## config.mk

```make
export PLATFORM = sky130hd
export DESIGN_NAME = stuffed_iframe_receiver
export DESIGN_NICKNAME = d
export VERILOG_FILES = /design/src/rtl/core/sifr_pkg.sv /design/src/rtl/core/sifr_deframer.sv /design/src/rtl/core/sifr_out_reg.sv /design/src/rtl/core/stuffed_iframe_receiver.sv
export SDC_FILE = /design/constraint.sdc
export NUM_CORES = 1
export LEC_CHECK = 0
export ABC_AREA = 1
export BUFFER_PORTS_ARGS = -buffer_cell sky130_fd_sc_hd__buf_2
export CORE_MARGIN = 4
export CORE_UTILIZATION = 45
export CTS_BUF_LIST = sky130_fd_sc_hd__clkbuf_8
export DETAILED_ROUTE_END_ITERATION = 10
export RECOVER_POWER = 50
export SETUP_SLACK_MARGIN = 0.4
export SYNTH_ARGS = -nofsm -noshare
export SYNTH_HDL_FRONTEND = slang
export SYNTH_SLANG_ARGS = --single-unit
export TNS_END_PERCENT = 50
```

## constraint.sdc

```tcl
create_clock -name aclk -period 2.9 [get_ports aclk]
set_clock_uncertainty 0.05 [all_clocks]
set_input_delay 0.29 -clock aclk [delete_from_list [all_inputs] [get_ports aclk]]
set_output_delay 0.29 -clock aclk [all_outputs]
set_load 0.05 [all_outputs]
```

## src/rtl/core/sifr_pkg.sv

```systemverilog
// package for the stuffed I-frame receiver: line codes, result kinds,
// hunt state codes, counter widths and the result struct
// no dependencies
package sifr_pkg;

    // frame size limit, in payload bytes
    localparam int MAX_PAYLOAD = 1024;

    // byte counter covers up to twice the limit of destuffed bytes
    localparam int CNT_W = $clog2(2 * MAX_PAYLOAD);
    localparam logic [CNT_W:0] STORE_LIMIT = (CNT_W + 1)'(2 * MAX_PAYLOAD);

    // fixed field widths
    localparam int BYTE_W      = 8;
    localparam int KIND_W      = 3;
    localparam int FRAME_LEN_W = 12;
    localparam int HUNT_W      = 3;

    typedef logic [BYTE_W-1:0]      byte_t;
    typedef logic [KIND_W-1:0]      kind_t;
    typedef logic [FRAME_LEN_W-1:0] frame_len_t;
    typedef logic [CNT_W-1:0]       count_t;
    typedef logic [HUNT_W-1:0]      hunt_t;

    // line bytes
    localparam byte_t B_FLAG = 8'h7E;
    localparam byte_t B_ADDR = 8'h03;
    localparam byte_t B_ESC  = 8'h7D;
    localparam byte_t B_XOR  = 8'h20;

    // control bytes
    localparam byte_t C_I0   = 8'h00;
    localparam byte_t C_I1   = 8'h80;
    localparam byte_t C_RR0  = 8'h05;
    localparam byte_t C_RR1  = 8'h85;
    localparam byte_t C_REJ0 = 8'h01;
    localparam byte_t C_REJ1 = 8'h81;

    // result kinds
    localparam kind_t KIND_PAYLOAD   = 3'd0;
    localparam kind_t KIND_GOOD      = 3'd1;
    localparam kind_t KIND_CHECK_ERR = 3'd2;
    localparam kind_t KIND_DUPLICATE = 3'd3;
    localparam kind_t KIND_OVERFLOW  = 3'd4;

    // hunt state codes
    localparam hunt_t HS_START = 3'd0;
    localparam hunt_t HS_FLAG  = 3'd1;
    localparam hunt_t HS_ADDR  = 3'd2;
    localparam hunt_t HS_CTRL  = 3'd3;
    localparam hunt_t HS_DATA  = 3'd4;

    // one result beat as produced by the deframer
    typedef struct packed {
        logic       valid;
        kind_t      kind;
        byte_t      data;
        frame_len_t len;
    } result_t;

endpackage

```

## src/rtl/core/sifr_deframer.sv

```systemverilog
// deframer core: header hunt, destuffing, hold-back byte, parity and verdict
// depends on sifr_pkg
module sifr_deframer (
    input  logic             aclk,
    input  logic             aresetn,
    input  logic             accept,
    input  sifr_pkg::byte_t  rx_byte,
    output sifr_pkg::result_t res
);
    import sifr_pkg::*;

    hunt_t  hunt_reg, hunt_next;
    logic   esc_reg, esc_next;
    byte_t  ctrl_reg, ctrl_next;
    logic   seq_reg, seq_next;
    byte_t  parity_reg, parity_next;
    byte_t  held_reg, held_next;
    logic   held_valid_reg, held_valid_next;
    count_t count_reg, count_next;

    byte_t          rr_ctrl;
    byte_t          want_ctrl;
    byte_t          destuffed;
    logic [CNT_W:0] stored;

    assign rr_ctrl   = seq_reg ? C_RR0 : C_RR1;
    assign want_ctrl = seq_reg ? C_I1 : C_I0;
    assign destuffed = esc_reg ? (rx_byte ^ B_XOR) : rx_byte;
    assign stored    = {1'b0, count_reg} + {{CNT_W{1'b0}}, held_valid_reg};

    // next state and result for one line byte
    always_comb begin
        hunt_next       = hunt_reg;
        esc_next        = esc_reg;
        ctrl_next       = ctrl_reg;
        seq_next        = seq_reg;
        parity_next     = parity_reg;
        held_next       = held_reg;
        held_valid_next = held_valid_reg;
        count_next      = count_reg;
        res             = '0;

        unique case (hunt_reg)
            HS_FLAG: begin
                if (rx_byte == B_FLAG) begin
                    hunt_next = HS_FLAG;
                end else if (rx_byte == B_ADDR) begin
                    hunt_next = HS_ADDR;
                end else begin
                    hunt_next = HS_START;
                end
            end
            HS_ADDR: begin
                if (rx_byte == B_FLAG) begin
                    hunt_next = HS_FLAG;
                end else begin
                    ctrl_next = rx_byte;
                    hunt_next = HS_CTRL;
                end
            end
            HS_CTRL: begin
                if (rx_byte == B_FLAG) begin
                    hunt_next = HS_FLAG;
                end else if (rx_byte == (B_ADDR ^ ctrl_reg) &&
                             (ctrl_reg == C_I0 || ctrl_reg == C_I1)) begin
                    if (ctrl_reg != want_ctrl) begin
                        // wrong sequence: acknowledge again, drop the frame
                        hunt_next = HS_START;
                        res.valid = 1'b1;
                        res.kind  = KIND_DUPLICATE;
                        res.data  = rr_ctrl;
                    end else begin
                        esc_next        = 1'b0;
                        parity_next     = '0;
                        held_next       = '0;
                        held_valid_next = 1'b0;
                        count_next      = '0;
                        hunt_next       = HS_DATA;
                    end
                end else begin
                    hunt_next = HS_START;
                end
            end
            HS_DATA: begin
                if (rx_byte == B_FLAG) begin
                    if (!held_valid_reg) begin
                        // empty data part: flag counts as an opening flag
                        esc_next  = 1'b0;
                        hunt_next = HS_FLAG;
                    end else begin
                        hunt_next       = HS_START;
                        esc_next        = 1'b0;
                        parity_next     = '0;
                        held_next       = '0;
                        held_valid_next = 1'b0;
                        count_next      = '0;
                        res.valid       = 1'b1;
                        if (held_reg == parity_reg) begin
                            seq_next = ~seq_reg;
                            res.kind = KIND_GOOD;
                            res.data = rr_ctrl;
                            res.len  = FRAME_LEN_W'(count_reg);
                        end else begin
                            res.kind = KIND_CHECK_ERR;
                            res.data = seq_reg ? C_REJ1 : C_REJ0;
                        end
                    end
                end else if (rx_byte == B_ESC) begin
                    esc_next = 1'b1;
                end else begin
                    esc_next = 1'b0;
                    if (stored >= STORE_LIMIT) begin
                        // frame too long: discard
                        parity_next     = '0;
                        held_next       = '0;
                        held_valid_next = 1'b0;
                        count_next      = '0;
                        hunt_next       = HS_START;
                        res.valid       = 1'b1;
                        res.kind        = KIND_OVERFLOW;
                    end else if (held_valid_reg) begin
                        // release the held byte, hold back the new one
                        parity_next = parity_reg ^ held_reg;
                        count_next  = count_reg + 1'b1;
                        held_next   = destuffed;
                        res.valid   = 1'b1;
                        res.kind    = KIND_PAYLOAD;
                        res.data    = held_reg;
                    end else begin
                        held_next       = destuffed;
                        held_valid_next = 1'b1;
                    end
                end
            end
            default: begin
                hunt_next = (rx_byte == B_FLAG) ? HS_FLAG : HS_START;
            end
        endcase
    end

    // state registers, updated on each accepted beat
    always_ff @(posedge aclk) begin
        if (!aresetn) begin
            hunt_reg       <= HS_START;
            esc_reg        <= 1'b0;
            ctrl_reg       <= '0;
            seq_reg        <= 1'b0;
            parity_reg     <= '0;
            held_reg       <= '0;
            held_valid_reg <= 1'b0;
            count_reg      <= '0;
        end else if (accept) begin
            hunt_reg       <= hunt_next;
            esc_reg        <= esc_next;
            ctrl_reg       <= ctrl_next;
            seq_reg        <= seq_next;
            parity_reg     <= parity_next;
            held_reg       <= held_next;
            held_valid_reg <= held_valid_next;
            count_reg      <= count_next;
        end
    end

endmodule

```

## src/rtl/core/sifr_out_reg.sv

```systemverilog
// result register on the m_ side; holds the input side while a beat waits
// depends on sifr_pkg
module sifr_out_reg (
    input  logic                 aclk,
    input  logic                 aresetn,
    input  logic                 load,
    input  sifr_pkg::result_t    res,
    input  logic                 m_ready,
    output logic                 m_valid,
    output logic                 space,
    output sifr_pkg::kind_t      m_result_kind,
    output sifr_pkg::byte_t      m_result_byte,
    output sifr_pkg::frame_len_t m_frame_length
);
    import sifr_pkg::*;

    logic       valid_reg;
    kind_t      kind_reg;
    byte_t      data_reg;
    frame_len_t len_reg;

    // room for a new result when empty or the current one leaves now
    assign space = !valid_reg || m_ready;

    // valid flag
    always_ff @(posedge aclk) begin
        if (!aresetn) begin
            valid_reg <= 1'b0;
        end else if (space) begin
            valid_reg <= load && res.valid;
        end
    end

    // payload
    always_ff @(posedge aclk) begin
        if (space && load && res.valid) begin
            kind_reg <= res.kind;
            data_reg <= res.data;
            len_reg  <= res.len;
        end
    end

    assign m_valid        = valid_reg;
    assign m_result_kind  = kind_reg;
    assign m_result_byte  = data_reg;
    assign m_frame_length = len_reg;

endmodule

```

## src/rtl/core/stuffed_iframe_receiver.sv

```systemverilog
// Stop-and-wait I-frame receiver with byte destuffing. Each s_ beat carries
// one raw line byte; the block takes one byte per clock and answers with at
// most one m_ beat the cycle after the byte is taken: a destuffed payload
// byte (sent one byte late, so the trailing check byte never appears), or
// on the closing flag a verdict with the control byte to send back (good
// frame with RR, check error with REJ), a duplicate-sequence RR after the
// header, or an overflow discard. Payload leaves before the verdict; drop
// it unless the verdict is frame good. The rate of one byte per cycle is
// set by the single deframer state update between s_ and the result
// register; s_ready falls only while a result waits on m_ready.
// depends on sifr_pkg, sifr_deframer, sifr_out_reg
module stuffed_iframe_receiver (
    input  logic                 aclk,
    input  logic                 aresetn,
    input  logic                 s_valid,
    output logic                 s_ready,
    input  sifr_pkg::byte_t      s_rx_byte,
    output logic                 m_valid,
    input  logic                 m_ready,
    output sifr_pkg::kind_t      m_result_kind,
    output sifr_pkg::byte_t      m_result_byte,
    output sifr_pkg::frame_len_t m_frame_length
);
    import sifr_pkg::*;

    result_t res;
    logic    accept;
    logic    space;

    assign s_ready = space;
    assign accept  = s_valid && space;

    // header hunt and destuffing
    sifr_deframer u_deframer (
        .aclk    (aclk),
        .aresetn (aresetn),
        .accept  (accept),
        .rx_byte (s_rx_byte),
        .res     (res)
    );

    // result register
    sifr_out_reg u_out_reg (
        .aclk           (aclk),
        .aresetn        (aresetn),
        .load           (accept),
        .res            (res),
        .m_ready        (m_ready),
        .m_valid        (m_valid),
        .space          (space),
        .m_result_kind  (m_result_kind),
        .m_result_byte  (m_result_byte),
        .m_frame_length (m_frame_length)
    );

endmodule

```

Word level (Yosys, flattened, before mapping)
Cells that the tools add are included.
{"block": "op_classes", "addsub": 2, "n_mul": 0, "div": 0, "n_lt_le_gt_ge": 1, "eq_ne": 18, "shifts": 0, "n_mux": 60, "bitwise": 5, "reduce_logical": 19}
{"op": "8-bit two-way mux", "n": 15}
{"op": "11-bit two-way mux", "n": 9}
{"op": "12-bit two-way mux", "n": 6}
{"op": "8-bit one-hot mux with 2 select lines", "n": 2}
{"op": "24-bit two-way mux", "n": 1}
{"op": "12-bit one-hot mux with 2 select lines", "n": 1}
{"op": "11-bit one-hot mux with 2 select lines", "n": 1}
{"op": "3-bit two-way mux", "n": 7}
{"op": "8-bit by 7-bit == test with 1-bit output (second input constant)", "n": 2}
{"op": "8-bit == test", "n": 2}
{"op": "11-bit by 1-bit adder with 12-bit output", "n": 1}
{"op": "12-bit greater-or-equal comparator (second input constant)", "n": 1}
{"op": "3-bit one-hot mux with 4 select lines", "n": 1}
{"op": "11-bit by 1-bit adder with 11-bit output (second input constant)", "n": 1}
{"op": "1-bit two-way mux", "n": 10}
{"op": "10-bit two-way mux", "n": 1}
{"op": "5-bit AND reduction", "n": 2}
{"op": "3-bit AND reduction", "n": 3}
{"op": "8-bit by 2-bit == test with 1-bit output (second input constant)", "n": 1}
{"op": "8-bit == test (second input constant)", "n": 1}
{"op": "8-bit logical NOT", "n": 1}
{"op": "8-bit != test", "n": 1}
{"op": "8-bit AND reduction", "n": 1}
{"op": "8-bit bitwise XOR", "n": 1}
{"op": "20 further kinds", "n": 33}
{"block": "totals", "regBits": 65, "latch_bits": 0, "ramBits": 0, "romBits": 0, "input_bits": 12, "output_inout_bits": 25, "wordCells": 118, "memories": 0}

Logic depth before layout (Yosys ltp)
Gate-level depths: netlist of run 1.
{"block": "depth", "ltp_word": 7, "ltp_mapped": 12}

Modules after synthesis
Synthesis of run 1 repeated with hierarchy kept, for this count alone.
{"block": "unflattened", "hier_cells": 490, "area_unflattened_um2": 3560.9}
{"module": "sifr_deframer", "instances": 1, "cells_per_inst": 458, "area_each_um2": 2811.4, "seq_area_each_um2": 820.8}
{"module": "sifr_out_reg", "instances": 1, "cells_per_inst": 30, "area_each_um2": 742.0, "seq_area_each_um2": 710.7}
{"module": "stuffed_iframe_receiver", "instances": 1, "cells_per_inst": 2, "area_each_um2": 7.5, "seq_area_each_um2": 0.0}

Least setup slack after synthesis of run 1
No wires, ideal clock.
{"block": "synth_timing", "kind": "register to register", "start": "reg u_out_reg.valid_reg (netlist: u_out_reg.m_valid)", "end": "reg u_out_reg.len_reg[0] (netlist: u_out_reg.m_frame_length[0]) (enable)", "setup_ns": 0.377, "t_arrival_ns": 1.789, "t_required_ns": 2.473, "path_slack_ns": 0.684, "path_stages_with_launch": 6, "path_buffers": 0, "synth_period_minus_slack_ns": 2.216, "cell_sequence": "dfxtp_1 -> nand2_1 -> nand2_1 -> inv_1 -> nand2_1 -> inv_1"}
{"block": "synth_between", "elab_chain_cells": 5}
{"item": "from (decl)", "line": "sifr_out_reg.sv:17", "source": "logic valid_reg;"}
{"item": "from (signal assigned)", "line": "sifr_out_reg.sv:30", "source": "valid_reg <= load && res.valid;"}
{"item": "1-bit logical NOT *", "line": "sifr_out_reg.sv:23", "source": "assign space = !valid_reg || m_ready;"}
{"item": "1-bit logical OR *", "line": "sifr_out_reg.sv:23"}
{"item": "via s_ready", "line": "stuffed_iframe_receiver.sv:16", "source": "output logic s_ready,"}
{"item": "1-bit logical AND", "line": "stuffed_iframe_receiver.sv:31", "source": "assign accept = s_valid && space;"}
{"item": "1-bit logical AND * (2 in a row)", "line": "sifr_out_reg.sv:36", "source": "if (space && load && res.valid) begin"}
{"item": "to (signal assigned)", "line": "sifr_out_reg.sv:39", "source": "len_reg <= res.len;"}
{"item": "to (decl)", "line": "sifr_out_reg.sv:20", "source": "frame_len_t len_reg;"}
The timed path passes the listed nets; every way through them passes the cells marked *.
A chain may end at the register's enable or synchronous reset.

Worst setup path in the final report of run 1
{"block": "layout_timing", "start": "reg u_deframer.ctrl_reg[0]", "end": "reg u_deframer.count_reg[1]"}
{"block": "layout_between", "elab_chain_cells": 5, "word_cells_on_any_way": 10}
{"item": "from (decl)", "line": "sifr_deframer.sv:14", "source": "byte_t ctrl_reg, ctrl_next;"}
{"item": "from (signal assigned)", "line": "sifr_deframer.sv:155", "source": "ctrl_reg <= ctrl_next;"}
{"item": "8-bit == test, or another cell as far along", "line": "sifr_deframer.sv:65", "source": "(ctrl_reg == C_I0 || ctrl_reg == C_I1)) begin"}
{"item": "1-bit logical OR or 8-bit == test (tied branches)", "line": "sifr_deframer.sv:65, sifr_deframer.sv:64"}
{"item": "1-bit logical AND", "line": "sifr_deframer.sv:64", "source": "end else if (rx_byte == (B_ADDR ^ ctrl_reg) &&"}
{"item": "2-bit by 1-bit != test with 1-bit output (no line)"}
{"item": "8-bit AND reduction (no line) *"}
{"item": "to (signal assigned)", "line": "sifr_deframer.sv:160", "source": "count_reg <= count_next;"}
{"item": "to (decl)", "line": "sifr_deframer.sv:19", "source": "count_t count_reg, count_next;"}
Every way passes the cells marked *; elsewhere a longest branch is shown, timed or not.

==> results of run 1 <==
==> stage by stage <==
stage / setup WS [ps] / area [µm²] / hold slack (ps)
final: 519.3 / 4060 / 169.8
after global routing: 285.5 / 4060 / 190.1
after CTS: 585.6 / 4115 / 167.4
after detailed placement: 610.3 / 3862 / 428.6
after global placement: 611.5 / 3862 / 419.2
after floorplan: 683.9 / 3602 / 374.9
==> worst reg2reg max path, delay by kind of cell, from the launching register on <==
kind             cells  cell delay, ps
flip-flops           1             380
AND/OR/NAND/NOR     10            1870
==> power groups by stage <==
stage	registers [mW]	logic, mW	clock network, mW
after floorplan	0.954	0.0682	0
after global placement	0.955	0.0956	0
after detailed placement	0.955	0.0969	0
after CTS	0.935	0.0971	0.994
after global routing	0.936	0.109	1.04
final	0.935	0.0960	0.983
==> per-layer routing <==
metal,global-route usage,up-vias
li1,-,1685
met1,0.2745,1439
met2,0.2509,85
met3,0.04235,12
met4,0.07561,0
met5,0,-
==> area by class of cell <==
class,count,area (µm²),share of cell area
multi-input cells,355,1753,0.4317
flip-flops and latches,64,1501,0.3698
inverters,56,215.2,0.05300
repair buffers,42,210.2,0.05177
clock buffers,10,137.6,0.03390
well taps,102,127.6,0.03143
clock inverters,6,115.1,0.02835
==> how the worst max path moves through the flow <==
stage / slack, ps / startpoint / endpoint / depth (start not counted)
finish: 520 / u_deframer.ctrl_reg[0] / u_deframer.count_reg[1] / 10
global placement: 610 / u_deframer.held_valid_reg / u_out_reg.m_frame_length[3] / 10
global route: 290 / u_deframer.ctrl_reg[5] / u_deframer.parity_reg[2] / 10
CTS: 590 / u_deframer.held_valid_reg / u_out_reg.m_frame_length[1] / 10
detailed placement: 610 / u_deframer.held_valid_reg / u_out_reg.m_result_byte[6] / 10
floorplan: 680 / u_out_reg.m_valid / u_out_reg.m_frame_length[0] / 5
==> cells in the final DEF, fill, tap and decap left out, types with 2 or more instances in the layout <==
cell	Yosys	routed
xor2_1	4	4
nor3b_1	4	4
bufinv_16	0	3
buf_2	2	11
a21oi_1	28	28
o21ai_0	12	12
ha_1	2	2
clkbuf_1	8	24
inv_4	2	2
edfxtp_1	22	22
nand2_4	3	3
nand4_1	17	17
clkbuf_8	0	10
nor2_4	4	4
buf_4	3	6
nand2_2	4	3
inv_1	47	47
inv_2	6	6
nor3_1	15	15
nand2_1	109	110
nor4_1	2	2
nand3_1	53	56
nor2_1	69	69
nor2_2	2	2
xnor2_1	11	11
nand3_2	5	3
dfxtp_1	42	42
==> logic make-up (layout without fill, tap and decap cells) <==
kind of cell | Yosys count | count (layout) | synth area share
buf+inv | 73 | 114 | 0.08961
simple gates | 293 | 293 | 0.3849
fa+ha+maj | 2 | 2 | 0.006946
other cells | 1 | 1 | 0.001041
xor+xnor | 15 | 15 | 0.03647
compound gates | 44 | 44 | 0.06426
flops | 64 | 64 | 0.4168
==> what timing repair did <==
action                                  in CTS  in global routing
hold endpoints to repair                     0                  0
gates resized for setup                      0                  1
endpoints found under the setup margin       0                 17
==> reports/qor.txt, run 1 <==
Die Width = 97.47 µm
via count = 3,221
WL per Instance = 13.29 µm
ratio of cells with drive above 1 in the final layout = 0.1144
Period minus WS final = 2381 ps
Worst Setup Start Kind = flop
Crit Path Category = flop to flop
crit-path max cell delay = 660 ps
Hold Crit Start = s_rx_byte[0]
Max Used Layer = met4
I/O pin total = 37
Cells after Synth = 492
Post-CTS Repair Setup Buffers = 0
RSZ-0062 raised after global routing = false
crit path cell chain = nor2_1, nor2_1, nand2_1, nor2_1, nand3_1, nand2_1, nand3_1, nand2_1, nand2_1, nor2_1
synthesis-to-layout area growth = 12.71%
Vias/cell = 5.072
VDD IR max = 0.2443 mV
final net count = 542
Critical Path Sink Type = flop
Post-Route WL = 8439 µm
Avg Cell Area, Syn = 7.322 µm²
largest net degree at the start of global routing = 23
share of the synthesized area in the top cell type = 0.2334
TritonCTS Buffers = 9
cts hold-fix bufs = 0
Overall Global Routing Usage = 0.1835
CTS tree = done
worst-skew pair later-pin latency = 350 ps
Crit path max-delay family = simple AND/OR/NAND/NOR gates
die span in y = 97.47 µm
initial antenna violation count = 0
clock network fraction of total power = 0.488
setup violators final = 0
worst reg2reg startpoint = u_deframer.ctrl_reg[0]
outcome = finished, final reports clean
Post-synth ARST share = 0
vias in the first global route = 2,850
Syn. warnings = 0
Data arrival, critical path = 2620 ps
P per Cell Area = 495.9 nW/µm²
Slew headroom = 0.4450
Critical path buffers and inverters = 0
number of flops mapped to enable cells by yosys = 22
Final Util = 0.5227
clk sinks = 64
Placer Congestion = 0.8115
Netlist Area Pre-Place = 3602 µm²
top post-synthesis cells by area = dfxtp_1, edfxtp_1, nand2_1
Gate power share = 0.048
Detailed Routing Iterations Pass 1 = 7
Die Area = 9500 µm²
Syn Nets = 506
FF+latch count, synth = 64
Hold EP = u_deframer.ctrl_reg[0]
total power = 2.013 mW
met1 WL = 4181 µm
Fillers = 794
row count = 32
Port-buffer cells = 35
root buffer cell = clkbuf_8
remaining antenna violation count after routing = 0
Detail Route met3 WL = 550 µm
WL met2 = 3560 µm
first-pass GRT wire length = 14,010 µm
Hold Violations, Final = 0
max_cap viols = 0
Clock transition at path regs = 80 ps
Synth top cells by count = nand2_1, nor2_1, nand3_1
Max Freq = 420.0 MHz
post-synth top area cell = dfxtp_1
predominant post-synthesis flop cell = dfxtp_1
path depth of the worst reg2reg path = 10
n_diodes = 0
Flop pwr share = 0.464
placed insts = 619
hold path depth = 3
DR DRC count = 0
max-slew violation count = 0
Core Footprint = 7767 µm²
grt total ovfl = 0
H-tree depth = 3
Post-Layout Cell Count = 635
top-count cell post-synth = nand2_1
end of the worst register-to-register path = u_deframer.count_reg[1]
leakage power = 1.570 nW
R2R Setup Slk = 520 ps
sw frac = 0.2263
P_sw = 455.7 µW
Final HPWL DP = 6092 µm
register area share after synthesis = 0.4168
final worst path period share = 0.8209
Yosys cell types = 38
HP Class = primary input to flop
crit-path max FO = 19
number of DRC markers in iteration 0 = 234
Worst Tran Pin Value = 830.2 ps
final setup TNS = 0 ps
P_int = 1.558 mW
critical path's slowest cell = nand3_1
initial core utilization = 0.4638
CTS Buffer Depth = 2
Worst Path Required = 3140 ps
(Power assumes the default switching activity.)
==> inputs of run 2 (changes only) <==
clock period = 2.25 ns   (was 2.9 ns; I/O delays follow)
==> run 2 against run 1 <==
Compared with the run above: via count increased by 12%; largest power group is now sequential cells; combinational power is 55% higher; clock power rose by 11%; non-clock buffer count rose by 35; critical endpoint is now u_out_reg.m_frame_length[2]; fmax grew 25%; sequential cell count unchanged; count of clock-buffer cells in the layout down 1; die area did not move; critical path type unchanged; total power rose by 21%; sequential power up 28%; final cell count up 5.8%.
==> reports/qor.txt, run 2 (same netlist as run 1, synthesis figures left out) <==
clk sinks = 64
Final Util = 0.5805
n_diodes = 0
worst-skew pair later-pin latency = 350 ps
total power = 2.440 mW
I/O pin total = 37
initial antenna violation count = 0
Clock transition at path regs = 80 ps
hold_ws = 116.4 ps
Data arrival, critical path = 1920 ps
CTS tree = done
Post-Route WL = 10,210 µm
area of the multi-input gates = 1876 µm²
Worst Path Required = 2270 ps
Vias/cell = 5.345
TritonCTS Buffers = 9
placed cell areas = 3931 µm²
most frequent cells in the layout = nand2_1, nor2_1, nand3_1, inv_1, buf_4
remaining antenna violation count after routing = 0
Worst Setup Start Kind = flop
RSZ-0062 raised after global routing = true
first-pass GRT wire length = 15,440 µm
Crit Path Category = flop to flop
CTS Buffer Depth = 2
leakage power = 1.757 nW
max-slew violation count = 0
placed insts = 627
ratio of cells with drive above 1 in the final layout = 0.2316
fin area = 4509 µm²
worst reg2reg startpoint = u_deframer.hunt_reg[1]
largest net degree at the start of global routing = 29
pre-CTS setup slack = 112.4 ps
Max Freq = 526.0 MHz
HP Class = primary input to flop
Post-Layout Cell Count = 672
final net count = 579
Die Width = 97.47 µm
H-tree depth = 3
cts hold-fix bufs = 0
Slew headroom = 0.6010
Register Area = 1530 µm²
DR DRC count = 0
via count = 3,592
initial core utilization = 0.4638
VDD IR max = 0.2734 mV
P per Cell Area = 541.2 nW/µm²
Worst Tran Pin Value = 601.1 ps
R2R Setup Slk = 350 ps
grt total ovfl = 0
Critical Path Sink Type = flop
row count = 32
Die Area = 9500 µm²
synthesis-to-layout area growth = 25.18%
max_cap viols = 0
number of DRC markers in iteration 0 = 308
crit-path max FO = 7
Core Footprint = 7767 µm²
final worst setup slack = 348.8 ps
outcome = finished, final reports clean
final worst path period share = 0.8450
Final HPWL DP = 6455 µm
commonest non-fill, non-tap cell in the layout = nand2_1
Detailed Routing Iterations Pass 1 = 6
die span in y = 97.47 µm
Hold Violations, Final = 0
Placer Congestion = 0.8410
Port-buffer cells = 35
vias in the first global route = 3,123
Fillers = 759
setup violators final = 0
Hold Crit Start = s_rx_byte[0]
Overall Global Routing Usage = 0.2014
Period minus WS final = 1901 ps
WL per Instance = 15.20 µm
final setup TNS = 0 ps
Critical Path Start = u_deframer.hunt_reg[1]
root buffer cell = clkbuf_8
run 2: changes by cell type in the layout (fill, tap and decap cells not counted), moves of 4 or more:
| cell | change |
|---|---|
| clkinvlp_4 | +4 |
| buf_4 | +26 |
| dfxtp_4 | +4 |
| nor2_2 | +5 |
| dfxtp_2 | +11 |
| nor2_1 | -6 |
| nand2_1 | -5 |
| dfxtp_1 | -15 |
| buf_6 | +4 |
run 2: layer usage:
| metal | global-route usage | share of wire | vias to the layer above |
|---|---|---|---|
| met2 | 0.3068 | 0.46 | 141 |
| met5 | 0 | 0 | - |
| met3 | 0.04810 | 0.071 | 17 |
| met1 | 0.2844 | 0.46 | 1671 |
| met4 | 0.05751 | 0.015 | 0 |
| li1 | - | - | 1763 |
run 2: worst paths after layout:
check	endpoint	cells past startpoint
max reg2reg	u_out_reg.m_frame_length[2]	10
min	u_deframer.ctrl_reg[0]	3
min reg2reg	u_deframer.count_reg[8]	2
max	u_out_reg.m_frame_length[2]	10
run 2: repair_timing:
item / 4_1_cts / 5_1_grt
endpoints found under the setup margin: 23 / 66
setup buffers: 15 / 9
pin swaps: 4 / 11
resized for setup: 17 / 34
cloned: 2 / 3
run 2: critical path, stage by stage, from the launching register on:
cell and delay (ps):
dfxtp_1 310, inv_1 190, nand3_4 130, inv_4 120, nand2_1 90, nor3_2 230, nor2_1 80, nand2_2 80
nand2_4 100, clkinvlp_4 110, buf_6 130
run 2: cell type report:
cell class | instances | share of cell area
multi-input cells | 355 | 0.4159
flip-flops and latches | 64 | 0.3393
repair buffers | 77 | 0.1163
inverters | 56 | 0.04967
well taps | 102 | 0.02830
clock buffers | 9 | 0.02747
clock inverters | 7 | 0.01970
repair inverters | 2 | 0.003330
run 2: power breakdown:
part / switching (mW) / total, mW / leakage [nW] / internal, mW
Sequential: 0.00961 / 1.20 / 0.552 / 1.19
Clock: 0.473 / 1.09 / 0.106 / 0.615
Combinational: 0.0956 / 0.149 / 1.10 / 0.0538
==> inputs of run 3 (changes only) <==
clock period = 1.8 ns   (was 2.25 ns; I/O delays follow)
==> run 3 against run 2 <==
Compared with the run above: critical path type unchanged; the run now ends with negative setup slack left; total power grew 29%; sequential cell count did not move; largest power group unchanged; sequential power up 26%; fmax is 4.8% higher; clock power up 29%; first-iteration DRC count down 15%; via count increased by 2.2%.
==> reports/qor.txt, run 3 (same netlist as run 1, synthesis figures left out) <==
grt total ovfl = 0
most frequent cells in the layout = nand2_1, nor2_1, buf_4, inv_1, nand3_1
Port-buffer cells = 35
Final Util = 0.6629
Final HPWL DP = 6862 µm
leakage power = 2.021 nW
Post-Route WL = 10,520 µm
remaining antenna violation count after routing = 0
clock network fraction of total power = 0.449
failing checks = negative setup slack
initial core utilization = 0.4638
largest net degree at the start of global routing = 18
max_cap viols = 0
final net count = 608
CTS Buffer Depth = 2
Critical Path Sink Type = flop
Die Area = 9500 µm²
HP Class = primary input to flop
Vias/cell = 5.235
Gate power share = 0.071
max-slew violation count = 0
crit-path max FO = 11
final worst path period share = 1.008
initial antenna violation count = 0
root buffer cell = clkbuf_8
die span in y = 97.47 µm
placed insts = 658
clk sinks = 64
RSZ-0062 raised after global routing = true
placed cell areas = 4237 µm²
final worst setup slack = -14.59 ps
commonest non-fill, non-tap cell in the layout = nand2_1
Period minus WS final = 1815 ps
Hold Crit Start = s_rx_byte[0]
CTS tree = done
row count = 32
n_diodes = 0
WL per Instance = 15.01 µm
Worst Setup Start Kind = flop
Post-Layout Cell Count = 701
P_sw = 742.9 µW
Worst Tran Pin Value = 602.9 ps
number of DRC markers in iteration 0 = 263
P_int = 2.396 mW
Detailed Routing Iterations Pass 1 = 5
Die Width = 97.47 µm
synthesis-to-layout area growth = 42.93%
Overall Global Routing Usage = 0.2158
Slew headroom = 0.5998
Worst Path Required = 1810 ps
VDD IR max = 0.3665 mV
Critical Path Start = u_deframer.held_valid_reg
via count = 3,670
Data arrival, critical path = 1820 ps
Hold Violations, Final = 0
Placer Congestion = 0.9273
DR DRC count = 0
H-tree depth = 3
fin area = 5149 µm²
Core Footprint = 7767 µm²
worst-skew pair later-pin latency = 340 ps
TritonCTS Buffers = 9
setup violators final = 22
I/O pin total = 37
outcome = complete, but fails checks
Max Freq = 551.1 MHz
Clock transition at path regs = 70 ps
first-pass GRT wire length = 16,630 µm
vias in the first global route = 3,423
sw frac = 0.2367
Crit Path Category = flop to flop
worst reg2reg startpoint = u_deframer.held_valid_reg
Flop pwr share = 0.479
cts hold-fix bufs = 0
P per Cell Area = 609.7 nW/µm²
ratio of cells with drive above 1 in the final layout = 0.3606
-- run 3: cell count changes in the layout (fill, tap and decap cells not counted), sizes merged --
cell,delta
buf,+34
clkbuf,-3
clkinvlp,-2
inv,-1
nand3,+1
-- run 3: metrics by stage --
| step | hold slack, ps | setup WS [ps] | power (mW) | setup TNS (ps) |
|---|---|---|---|---|
| after floorplan | 260.9 | -3.705 | 1.646 | -81.50 |
| after global placement | 437.5 | 60.13 | 1.710 | 0 |
| after detailed placement | 438.3 | -1.561 | 1.715 | -14.26 |
| after CTS | 84.69 | 18.00 | 3.147 | 0 |
| after global routing | 98.68 | -100.2 | 3.259 | -2622 |
| final | 87.77 | -14.59 | 3.139 | -186.3 |
-- run 3: layer usage --
metal | vias up | routed length (µm) | share of wire | GRT usage
met5 | - | 0 | 0 | 0
met4 | 0 | 225 | 0.021 | 0.07029
met3 | 24 | 723 | 0.069 | 0.04020
met2 | 154 | 4989 | 0.47 | 0.3590
met1 | 1672 | 4586 | 0.44 | 0.2828
li1 | 1820 | - | - | -
-- run 3: critical path, cell delays in order, from the launching register on --
cell,delay [ps]
dfxtp_2,360
ha_4,130
inv_2,40
nor3_2,180
nand3_1,140
nor3_2,160
nor2_1,60
nand2_1,70
nand2_2,80
clkinvlp_4,120
buf_12,140
-- run 3: timing repair --
item                       in CTS  in global routing
gates resized for setup        64                 52
pin swaps                      20                 31
setup endpoints to repair      84                 86
gates cloned                    4                  1
buffers inserted               18                  4
-- run 3: power groups by stage --
stage                     Sequential, mW  Combinational (mW)  Clock, mW
after floorplan                     1.53               0.112          0
after global placement              1.54               0.175          0
after detailed placement            1.54               0.179          0
after CTS                           1.50               0.201       1.44
after global routing                1.51               0.243       1.51
final                               1.51               0.224       1.41
-- run 3: worst paths after layout --
path                                                     to  slack [ps]  cells after the start
worst max register to register  u_out_reg.m_frame_length[9]         -10                     10
worst max-delay path            u_out_reg.m_frame_length[9]         -10                     10
worst min-delay path                 u_deframer.ctrl_reg[0]          90                      3
worst min register to register     u_deframer.count_reg[10]         440                      2
-- run 3: cell type report --
cell class	count	area (µm²)
sequential	64	1528
tap	102	127.6
multi-input combinational	356	2162
fill	680	2619
timing repair buffer	107	869.6
clock inverter	6	92.59
clock buffer	10	137.6
inverter	56	231.5
